## src/ble_injection_interval_detector_unit_assert.svh

```systemverilog
// assertion macros shared by the rtl
`ifndef BLE_INJECTION_INTERVAL_DETECTOR_UNIT_ASSERT_SVH
`define BLE_INJECTION_INTERVAL_DETECTOR_UNIT_ASSERT_SVH

// same-cycle implication, off during reset
`define BLEIID_ASSERT_NOW(label, ante, cons) \
    label: assert property (@(posedge clk) disable iff (!rst_n) (ante) |-> (cons)) \
        else $error("bleiid assertion failed");

// next-cycle implication, off during reset
`define BLEIID_ASSERT_NEXT(label, ante, cons) \
    label: assert property (@(posedge clk) disable iff (!rst_n) (ante) |=> (cons)) \
        else $error("bleiid assertion failed");

`endif

```

## src/bleiid_pkg.sv

```systemverilog
package bleiid_pkg;

    localparam int TABLE_ENTRIES = 16;
    localparam int IDX_W         = (TABLE_ENTRIES > 1) ? $clog2(TABLE_ENTRIES) : 1;
    localparam int LIMIT_W       = 23;
    localparam logic [10:0] US_PER_UNIT = 11'd1250;

    localparam logic [1:0] STATUS_NONE  = 2'd0;
    localparam logic [1:0] STATUS_ALERT = 2'd1;
    localparam logic [1:0] STATUS_FULL  = 2'd2;

    typedef struct packed {
        logic [31:0] access_address;
        logic [31:0] event_time_us;
        logic [15:0] event_number;
        logic [11:0] interval_units;
    } evt_item_t;

    typedef struct packed {
        logic [1:0]  status;
        logic [31:0] alert_address;
    } alert_item_t;

endpackage

```

## src/bleiid_evt_if.sv

```systemverilog
interface bleiid_evt_if import bleiid_pkg::*; ();
    logic      valid;
    logic      ready;
    evt_item_t data;

    modport source (output valid, output data, input ready);
    modport sink (input valid, input data, output ready);
endinterface

```

## src/bleiid_alert_if.sv

```systemverilog
interface bleiid_alert_if import bleiid_pkg::*; ();
    logic        valid;
    logic        ready;
    alert_item_t data;

    modport source (output valid, output data, input ready);
    modport sink (input valid, input data, output ready);
endinterface

```

## src/ble_injection_interval_detector_unit.sv

```systemverilog
// ble connection event injection check
// events (sink): one item per observed connection event, carrying access
//   address, microsecond timestamp, event counter and interval in 1.25 ms units
// alerts (source): exactly one item per event, status none / alert / table full,
//   plus the access address of that event
// an item is moved when valid and ready are both high at a rising clk edge
// timing: an event is taken only while the sequencer is idle; it then steps
//   through match, read, difference, magnitude, compare and result for a new
//   counter, skips magnitude and compare for an unchanged counter and goes
//   from read to the result for a new address in a full table; it returns to
//   idle as the result goes valid; one shared 33-bit subtractor forms the time
//   difference, its magnitude and the compare against interval*1250 in turn
// reset (rst_n, async, active low) clears all entry valid bits, the sequencer
//   and the output valid; entry contents are written before they are read
// a stalled receiver holds the result in the output register; the block
//   finishes the current event and then waits before taking another
`include "ble_injection_interval_detector_unit_assert.svh"

module ble_injection_interval_detector_unit import bleiid_pkg::*;
(
    input  logic             clk,
    input  logic             rst_n,
    bleiid_evt_if.sink       events,
    bleiid_alert_if.source   alerts
);

    // sequencer codes
    localparam logic [2:0] S_IDLE  = 3'd0;
    localparam logic [2:0] S_MATCH = 3'd1;
    localparam logic [2:0] S_READ  = 3'd2;
    localparam logic [2:0] S_DIFF  = 3'd3;
    localparam logic [2:0] S_ABS   = 3'd4;
    localparam logic [2:0] S_CMP   = 3'd5;
    localparam logic [2:0] S_DONE  = 3'd6;

    logic [2:0] state_reg, state_next;

    // event under work
    evt_item_t item_reg;

    // lookup table: addresses in flops for the parallel match,
    // timestamp and counter in a small memory read at the chosen slot
    logic [TABLE_ENTRIES-1:0] valid_reg;
    logic [31:0]              addr_reg [TABLE_ENTRIES];
    logic [47:0]              slot_mem [TABLE_ENTRIES];
    logic [47:0]              rd_reg;

    logic [TABLE_ENTRIES-1:0] match_vec;
    logic [IDX_W-1:0]         hit_idx;
    logic [IDX_W-1:0]         free_idx;
    logic                     any_hit;
    logic                     any_free;

    logic                     hit_reg;
    logic                     full_reg;
    logic [IDX_W-1:0]         slot_reg;

    logic [LIMIT_W-1:0]       limit_reg;
    logic [31:0]              acc_reg;
    logic [1:0]               status_reg;

    // stored values seen by this event (a fresh entry starts at zero)
    logic [31:0]              last_time;
    logic [15:0]              last_evn;
    logic                     evn_ne;
    logic                     mem_we;

    // shared subtractor
    logic [31:0]              sub_a;
    logic [31:0]              sub_b;
    logic [32:0]              sub_res;

    alert_item_t              out_reg;
    logic                     out_valid_reg;
    logic                     out_load;

    // ---------------------------------------------------------------
    // address match and free slot search
    // ---------------------------------------------------------------
    always_comb
    begin
        for (int i = 0; i < TABLE_ENTRIES; i++)
        begin
            match_vec[i] = valid_reg[i] && (addr_reg[i] == item_reg.access_address);
        end
    end

    always_comb
    begin
        hit_idx  = '0;
        free_idx = '0;
        any_hit  = 1'b0;
        any_free = 1'b0;
        // descending scan leaves the lowest index
        for (int i = TABLE_ENTRIES - 1; i >= 0; i--)
        begin
            if (match_vec[i])
            begin
                hit_idx = IDX_W'(i);
                any_hit = 1'b1;
            end
            if (!valid_reg[i])
            begin
                free_idx = IDX_W'(i);
                any_free = 1'b1;
            end
        end
    end

    assign last_time = hit_reg ? rd_reg[47:16] : 32'd0;
    assign last_evn  = hit_reg ? rd_reg[15:0]  : 16'd0;
    assign evn_ne    = (last_evn != item_reg.event_number);
    // a new entry is written even when its counter already matches zero
    assign mem_we    = (state_reg == S_DIFF) && (!hit_reg || evn_ne);

    // ---------------------------------------------------------------
    // shared subtractor: difference, magnitude, compare
    // ---------------------------------------------------------------
    always_comb
    begin
        case (state_reg)
            S_DIFF:
            begin
                sub_a = item_reg.event_time_us;
                sub_b = last_time;
            end
            S_ABS:
            begin
                sub_a = 32'd0;
                sub_b = acc_reg;
            end
            S_CMP:
            begin
                sub_a = acc_reg;
                sub_b = {{(32 - LIMIT_W){1'b0}}, limit_reg};
            end
            default:
            begin
                sub_a = 32'd0;
                sub_b = 32'd0;
            end
        endcase
    end

    assign sub_res = {1'b0, sub_a} - {1'b0, sub_b};

    // ---------------------------------------------------------------
    // sequencer
    // ---------------------------------------------------------------
    assign out_load = (state_reg == S_DONE) && (!out_valid_reg || alerts.ready);

    always_comb
    begin
        state_next = state_reg;
        case (state_reg)
            S_IDLE:
            begin
                if (events.valid)
                begin
                    state_next = S_MATCH;
                end
            end
            S_MATCH:
            begin
                state_next = S_READ;
            end
            S_READ:
            begin
                // a new address in a full table goes straight to the result
                state_next = (!hit_reg && full_reg) ? S_DONE : S_DIFF;
            end
            S_DIFF:
            begin
                state_next = evn_ne ? S_ABS : S_DONE;
            end
            S_ABS:
            begin
                state_next = S_CMP;
            end
            S_CMP:
            begin
                state_next = S_DONE;
            end
            S_DONE:
            begin
                if (out_load)
                begin
                    state_next = S_IDLE;
                end
            end
            default:
            begin
                state_next = S_IDLE;
            end
        endcase
    end

    assign events.ready = (state_reg == S_IDLE);

    always_ff @(posedge clk or negedge rst_n)
    begin
        if (!rst_n)
        begin
            state_reg     <= S_IDLE;
            valid_reg     <= '0;
            out_valid_reg <= 1'b0;
        end
        else
        begin
            state_reg <= state_next;
            if (mem_we && !hit_reg)
            begin
                valid_reg[slot_reg] <= 1'b1;
            end
            if (out_load)
            begin
                out_valid_reg <= 1'b1;
            end
            else if (alerts.ready)
            begin
                out_valid_reg <= 1'b0;
            end
        end
    end

    // datapath registers, no reset needed
    always_ff @(posedge clk)
    begin
        if (events.valid && events.ready)
        begin
            item_reg <= events.data;
        end

        case (state_reg)
            S_MATCH:
            begin
                hit_reg  <= any_hit;
                full_reg <= !any_free;
                slot_reg <= any_hit ? hit_idx : free_idx;
            end
            S_READ:
            begin
                rd_reg     <= slot_mem[slot_reg];
                limit_reg  <= LIMIT_W'(item_reg.interval_units) * LIMIT_W'(US_PER_UNIT);
                status_reg <= STATUS_FULL;
            end
            S_DIFF:
            begin
                acc_reg    <= sub_res[31:0];
                status_reg <= STATUS_NONE;
            end
            S_ABS:
            begin
                // negate when negative; the most negative value keeps 2^31
                if (acc_reg[31])
                begin
                    acc_reg <= sub_res[31:0];
                end
            end
            S_CMP:
            begin
                // borrow means distance below the interval
                status_reg <= sub_res[32] ? STATUS_ALERT : STATUS_NONE;
            end
            default:
            begin
            end
        endcase

        if (mem_we)
        begin
            slot_mem[slot_reg] <= {evn_ne ? item_reg.event_time_us : 32'd0,
                                   item_reg.event_number};
            if (!hit_reg)
            begin
                addr_reg[slot_reg] <= item_reg.access_address;
            end
        end

        if (out_load)
        begin
            out_reg.status        <= status_reg;
            out_reg.alert_address <= item_reg.access_address;
        end
    end

    assign alerts.valid = out_valid_reg;
    assign alerts.data  = out_reg;

    // ---------------------------------------------------------------
    // checks
    // ---------------------------------------------------------------
    // an access address lives in at most one entry
    `BLEIID_ASSERT_NOW(a_unique_match, state_reg == S_MATCH, $onehot0(match_vec))
    // entries are never freed and at most one is claimed per cycle
    `BLEIID_ASSERT_NEXT(a_valid_grows, 1'b1,
        ($countones(valid_reg) >= $past($countones(valid_reg))) &&
        ($countones(valid_reg) <= $past($countones(valid_reg)) + 1))
    // an accepted event starts the lookup
    `BLEIID_ASSERT_NEXT(a_accept_starts, events.valid && events.ready, state_reg == S_MATCH)
    // a full report only when every entry is taken
    `BLEIID_ASSERT_NOW(a_full_only_when_full,
        (state_reg == S_DONE) && (status_reg == STATUS_FULL), &valid_reg)

endmodule
```

## src/flat_wrapper.sv

```systemverilog
// flat-port wrapper written by rule: the top's interface ports become plain ports
module ble_injection_interval_detector_unit_flat import bleiid_pkg::*;
  (clk, rst_n, events_valid, events_data, events_ready, alerts_valid, alerts_data, alerts_ready);
  bleiid_evt_if events_i ();
  bleiid_alert_if alerts_i ();
  input  logic clk;
  input  logic rst_n;
  input wire logic [$bits(events_i.valid)-1:0] events_valid;
  input wire logic [$bits(events_i.data)-1:0] events_data;
  output wire logic [$bits(events_i.ready)-1:0] events_ready;
  output wire logic [$bits(alerts_i.valid)-1:0] alerts_valid;
  output wire logic [$bits(alerts_i.data)-1:0] alerts_data;
  input wire logic [$bits(alerts_i.ready)-1:0] alerts_ready;
  assign events_i.valid = events_valid;
  assign events_i.data = events_data;
  assign events_ready = events_i.ready;
  assign alerts_valid = alerts_i.valid;
  assign alerts_data = alerts_i.data;
  assign alerts_i.ready = alerts_ready;
  ble_injection_interval_detector_unit u_core (.clk(clk), .rst_n(rst_n), .events(events_i), .alerts(alerts_i));
endmodule
```

## config.mk

```make
export PLATFORM = sky130hd
export DESIGN_NAME = ble_injection_interval_detector_unit_flat
export DESIGN_NICKNAME = d
export VERILOG_FILES = /design/src/bleiid_pkg.sv /design/src/bleiid_evt_if.sv /design/src/bleiid_alert_if.sv /design/src/ble_injection_interval_detector_unit.sv /design/src/flat_wrapper.sv
export VERILOG_INCLUDE_DIRS = /design/src /design/src/src
export SDC_FILE = /design/constraint.sdc
export NUM_CORES = 2
export LEC_CHECK = 0
export ABC_AREA = 0
export CAP_MARGIN = 20
export CORE_UTILIZATION = 50
export CTS_CLUSTER_DIAMETER = 150
export DETAILED_ROUTE_END_ITERATION = 10
export DONT_BUFFER_PORTS = 1
export GPL_ROUTABILITY_DRIVEN = 0
export PLACE_DENSITY = 0.61
export SETUP_SLACK_MARGIN = 0.15
export SYNTH_ARGS = -nofsm -noshare
export SYNTH_HDL_FRONTEND = slang
export SYNTH_SLANG_ARGS = --single-unit
```

## constraint.sdc

```tcl
create_clock -name clk -period 9.5 [get_ports clk]
set_input_delay 0.95 -clock clk [delete_from_list [all_inputs] [get_ports clk]]
set_output_delay 0.95 -clock clk [all_outputs]
set_load 0.1 [all_outputs]
```

**Yosys cells after proc, flatten, opt, wreduce, memory -nomap -nowiden**

Memories as Yosys holds them, arrays and structs flattened. A register that Yosys moved wholly into a read port is not among the register bits.
Index checks and enable logic that the tools add are counted.

- Reductions and logical operators: 33
- Muxes and demuxes: 88
- Equal/unequal tests: 26
- Order comparisons: 2
- Multipliers: 1
- $add $sub $neg: 1
- Bitwise logic cells: 1

Operators by type and width:

| cell | number |
|---|---|
| equality test 32 bit | 16 |
| two-way mux 4 bit | 33 |
| one-hot mux 32 bit (2 select lines) | 2 |
| two-way mux 32 bit | 3 |
| one-hot mux 32 bit (3 select lines) | 1 |
| two-way mux 1 bit | 41 |
| subtractor 32 x 32 -> 33 bit | 1 |
| logical AND 1 bit | 22 |
| multiplier 12 x 10 -> 22 bit, second input constant | 1 |
| one-hot mux 3 bit (7 select lines) | 1 |
| two-way mux 16 bit | 1 |
| inequality test 16 bit | 1 |
| bitwise OR 16 bit | 1 |
| equality test 3 bit, second input constant | 3 |
| two-way mux 3 bit | 3 |
| equality test 3 x 2 -> 1 bit, second input constant | 2 |
| one-hot mux 2 bit (3 select lines) | 1 |
| less-than comparator 4 x 5 -> 1 bit, second input constant | 1 |
| demux 1 bit (select 4 bit) | 1 |
| greater-or-equal comparator 4 x 1 -> 1 bit, second input constant | 1 |
| inequality test 2 x 1 -> 1 bit, second input constant | 2 |
| AND reduction 2 bit | 2 |
| nonzero test 2 bit | 2 |
| equality test 3 x 1 -> 1 bit, second input constant | 1 |
| 6 further kinds | 9 |

- RAM bits: 1280
- Bits of input ports: 96
- Memories: 2
- Output and inout port bits: 36
- Flip-flop bits (word level): 208

Memories:

| name | words | bits a word | read ports | clocked after memory_dff | wr ports | RTL line | RTL |
|---|---|---|---|---|---|---|---|
| u_core.slot_mem | 16 | 48 | 1 | 1 | 1 | ble_injection_interval_detector_unit.sv:45 | `logic [47:0] slot_mem [TABLE_ENTRIES];` |
| u_core.addr_reg | 16 | 32 | 16 | 0 | 1 | ble_injection_interval_detector_unit.sv:44 | `logic [31:0] addr_reg [TABLE_ENTRIES];` |

**Depth between registers and ports, before layout**

An unclocked memory read counts as a cell.

- Word-level depth: 20
- Depth in mapped cells: 18

**Worst setup path after synthesis**

No wires, ideal clock.

- Path type: flip-flop to flip-flop
- Start: register u_core.state_reg[1]
- End: register u_core.item_reg[0] (netlist name) (enable)
- Required time: 9.041 ns
- Path slack: 3.964 ns
- Setup time: 0.459 ns
- Data arrival time: 5.077 ns
- Stages on the path, launching flop included: 4
- Period minus slack after synthesis: 5.536 ns
- Path through: dfrtp_1 > clkbuf_1 > nor3_1 > and2_1

- Longest elaborated chain between the ends: 2

Ends and longest elaborated chain:

| item | RTL line | RTL |
|---|---|---|
| start: declaration | ble_injection_interval_detector_unit.sv:36 | `logic [2:0] state_reg, state_next;` |
| start signal: assignment | ble_injection_interval_detector_unit.sv:210 | `state_reg <= state_next;` |
| logical NOT 3 bit | ble_injection_interval_detector_unit.sv:198 | `assign events.ready = (state_reg == S_IDLE);` |
| named net events_ready | flat_wrapper.sv:10 | `output wire logic [$bits(events_i.ready)-1:0] events_ready;` |
| logical AND 1 bit | ble_injection_interval_detector_unit.sv:229 | `if (events.valid && events.ready)` |
| end signal: assignment | ble_injection_interval_detector_unit.sv:231 | `item_reg <= events.data;` |
| end: declaration | ble_injection_interval_detector_unit.sv:39 | `evt_item_t item_reg;` |

The timed path passes the listed nets, and every way through them passes these cells.
A chain may end at the register's enable or synchronous reset.

**Final worst setup path**

- Start: register u_core.state_reg[2]
- End: register u_core.status_reg[0], data pin

- Longest elaborated chain between the ends: 5
- Elaborated cells on any way between the ends: 9
- Those cells by class: add/sub: 1; eq/ne: 4; mux: 4

Ends and longest elaborated chain:

| item | RTL line | RTL |
|---|---|---|
| equality test 3 bit (tied with other cells) | ble_injection_interval_detector_unit.sv:121, ble_injection_interval_detector_unit.sv:234 |  |
| one-hot mux 32 bit (3 select lines) or one-hot mux 32 bit (2 select lines) (tied branches) | ble_injection_interval_detector_unit.sv:121 | `case (state_reg)` |
| subtractor 32 x 32 -> 33 bit | ble_injection_interval_detector_unit.sv:145 | `assign sub_res = {1'b0, sub_a} - {1'b0, sub_b};` |
| two-way mux 1 bit | ble_injection_interval_detector_unit.sv:263 | `status_reg <= sub_res[32] ? STATUS_ALERT : STATUS_NONE;` |
| one-hot mux 2 bit (3 select lines) * | ble_injection_interval_detector_unit.sv:234 | `case (state_reg)` |
| end signal: assignment | ble_injection_interval_detector_unit.sv:263 |  |
| end: declaration | ble_injection_interval_detector_unit.sv:60 | `logic [1:0] status_reg;` |

Mark *: on every way between the ends. The rest lies on a longest branch, timed or not.

==> out/results.ini <==
[run_status]
status=completed

[placed_design]
place_ws_ns=4.49
portBuffers=0
dp.final_hpwl_mm=88.3
dpl_cell_area_um2=66700

[flow_run]
maxCapViolations=0

[sta]
setup_violations=0
min_period_over_period_pct=54.0
tightest_slew_ns=1.13
fin_crit_ns=5.13
skew_ns=0.0220
hold_viol=0
max-slew-margin-rel_pct=24.7
fmax_mhz=195
finalWorstSetupSlack_ns=4.37
slew_violations=0
whs_ns=0.252
rsz0062_at_grt=false
tns_ns=0

[critical_path]
worstPathRequired_ns=10.04
worstPathArrival_ns=5.68
crit_path_start_kind=flop
end_kind=flop
critPathKind=flop to flop
crit_fanout=33

[clock_tree]
cts-root-buf=clkbuf_16
clk_pin_slew_worst_paths_ns=0.06
clk_path_buf_depth=3
cts_tree=yes
cts_max_level=4
numCtsBuffers=159
post_cts_resized=0
cts_sinks=1536
clkLatencyLatePin_ns=0.79

[logic_synthesis]
synth_ff_type=edfxtp_1
synth_area_leaders=edfxtp_1 (70%), mux4_2 (8.3%), xor2_1 (4.5%)
avgSynthCellArea_um2=18.2
synth_nets=3762
ys_seq_area_share_pct=71.1
synth_edf_count=1516
synth-async-reset-ratio_pct=1.30
yosys.area.top_type_share_pct=70.3
yosysTopAreaCell=edfxtp_1
ys_ff_latch=1536
synth_area_um2=64800
synth_cell_types=77
synthCells=3552
synth_warnings=0

[global_route]
grtUsageTotal_pct=24.1
overflow=0
grt_pass1_vias=34000
grt_pass1_wl_mm=229
antenna_found_initial=4
grt_max_degree=148

[pwr]
ir_drop_v=0.000256
p_per_area_nw_per_um2=281
power_leakage_nw=23.0

[worst_hold_path]
min_path_type=primary input to flop

[routing]
drt_iter0_markers=3228
postRouteAntennaNets=0
vias_per_cell=6.05
drt-total-wl_mm=156
drcViolationCount=0
vias=33400
wl_per_cell_um=28.3
firstDrtPassIters=7

[floorplanning]
start_util_pct=50.6
fp.dieH_um=362
coreArea_um2=128000
row_count=131
dieWidth_um=362
io_pins=132
die-area_um2=131000

[finish]
fillers=9760
utilization_pct=56.1
syn2layout_area_growth_pct=11.0
finalInstanceArea_um2=71900
nets=3868
largest_register_ffs=768
drive_above_1_share_pct=17.0

[cell type report]
type	instances	area [um2]	share of cell area, %
timing repair buffer	95	783	1.09
sequential	1536	46000	64.1
clock inverter	86	754	1.05
antenna	1	2.50	0.00348
tap	1729	2160	3.01
multi-input combinational	1822	17700	24.6
inverter	44	165	0.230
clock buffer	207	4280	5.96
[synthesized netlist by cell type, types with 8 or more instances]
master and number:
a211oi_1 10, a21o_1 13, a21oi_1 33, a222oi_1 22, a22o_1 31, a22oi_1 20
buf_1 18, buf_12 9, buf_4 17, buf_6 29, buf_8 9, clkbuf_1 65
dfrtp_1 20, edfxtp_1 1516, fa_1 24, ha_1 90, inv_1 44, mux4_2 240
nand2_1 75, nand2b_1 23, nand3_1 41, nand4_1 101, nand4b_1 13, nor2_1 104
nor2b_1 40, nor3_1 53, nor4_1 146, nor4b_1 8, o21a_1 13, o21ai_0 44
o31ai_1 13, or2_2 16, or4_1 8, xnor2_1 214, xor2_1 333
[worst max-delay path, stage by stage (launching register included)]
cell      delay (ns)
dfrtp_1         0.61
inv_1           0.22
and3_2          0.52
and2_1          0.28
buf_4           0.26
a222oi_1        0.41
inv_1           0.12
fa_1            0.44
nand2b_1        0.18
a211oi_1        0.33
nor2_1          0.12
o21ai_0         0.48
o21bai_1        0.24
a31oi_1         0.25
nor2_1          0.10
o21ai_0         0.20
a21oi_1         0.10
[where the power goes]
part           switching (mW)  internal [mW]
Combinational            3.06           2.08
Sequential              0.615           8.42
Clock                    2.58           3.44
Total                    6.26           13.9
[placed cells by master (no fill, tap or decap), types with 50 or more instances in the layout]
| cell type | n |
|---|---|
| buf_4 | 88 |
| edfxtp_1 | 1516 |
| mux4_2 | 240 |
| nand2_1 | 75 |
| ha_1 | 90 |
| nor3_1 | 50 |
| nand4_1 | 101 |
| nor4_1 | 146 |
| xnor2_1 | 214 |
| nor2_1 | 68 |
| xor2_1 | 333 |
| clkbuf_16 | 161 |
[routing by layer]
metal  vias up  wire length (um)  global-route usage, %
met1     17600             66000                   33.1
met2      1123             77100                   39.8
met3       258              8690                   3.68
met5         -                13                      0
li1      14400                 -                      -
met4         2              4230                   7.14
[path summary, 6_finish.rpt]
path                                                        from                                to  slack (ns)  cells past startpoint
worst max register to register   u_core.state_reg[2]$_DFFE_PN0P_    u_core.status_reg[0]$_DFFE_PP_        4.37                     16
worst min-delay path                             events_data[54]     u_core.item_reg[54]$_DFFE_PP_        0.25                      0
worst max-delay path             u_core.state_reg[2]$_DFFE_PN0P_    u_core.status_reg[0]$_DFFE_PP_        4.37                     16
min in group asynchronous                                  rst_n   u_core.alerts.valid$_DFFE_PN0P_        0.59                      2
max in group asynchronous                                  rst_n   u_core.valid_reg[0]$_DFFE_PN0P_        8.72                      2
worst min register to register  u_core.valid_reg[10]$_DFFE_PN0P_  u_core.valid_reg[10]$_DFFE_PN0P_        0.56                      2
[metrics by stage]
stage / instances / power (mW)
after detailed placement: 5220 / 14.3
after CTS: 5515 / 20.3
after global placement: 5220 / 14.2
after global routing: 5519 / 21.1
final: 5520 / 20.2
after floorplan: 3552 / 12.8
[logic make-up after synthesis]
kind of cell / after synthesis / share of synthesized area, %
multiplexers: 243 / 8.39
adder cells (fa/ha/maj): 114 / 2.48
XOR/XNOR: 552 / 7.52
flip-flops: 1536 / 71.1
buffers and inverters: 194 / 1.95
AO/OA/AOI/OAI: 244 / 2.71
AND/OR/NAND/NOR: 669 / 5.88
[timing repair]
| action | CTS | global route |
|---|---|---|
| hold buffers | 2 | 0 |
| setup endpoints to repair | 0 | 0 |
| endpoints found under the hold margin | 20 | 0 |
| buffers inserted | 0 | 0 |
Note: power is estimated with default switching activity, not from simulation.
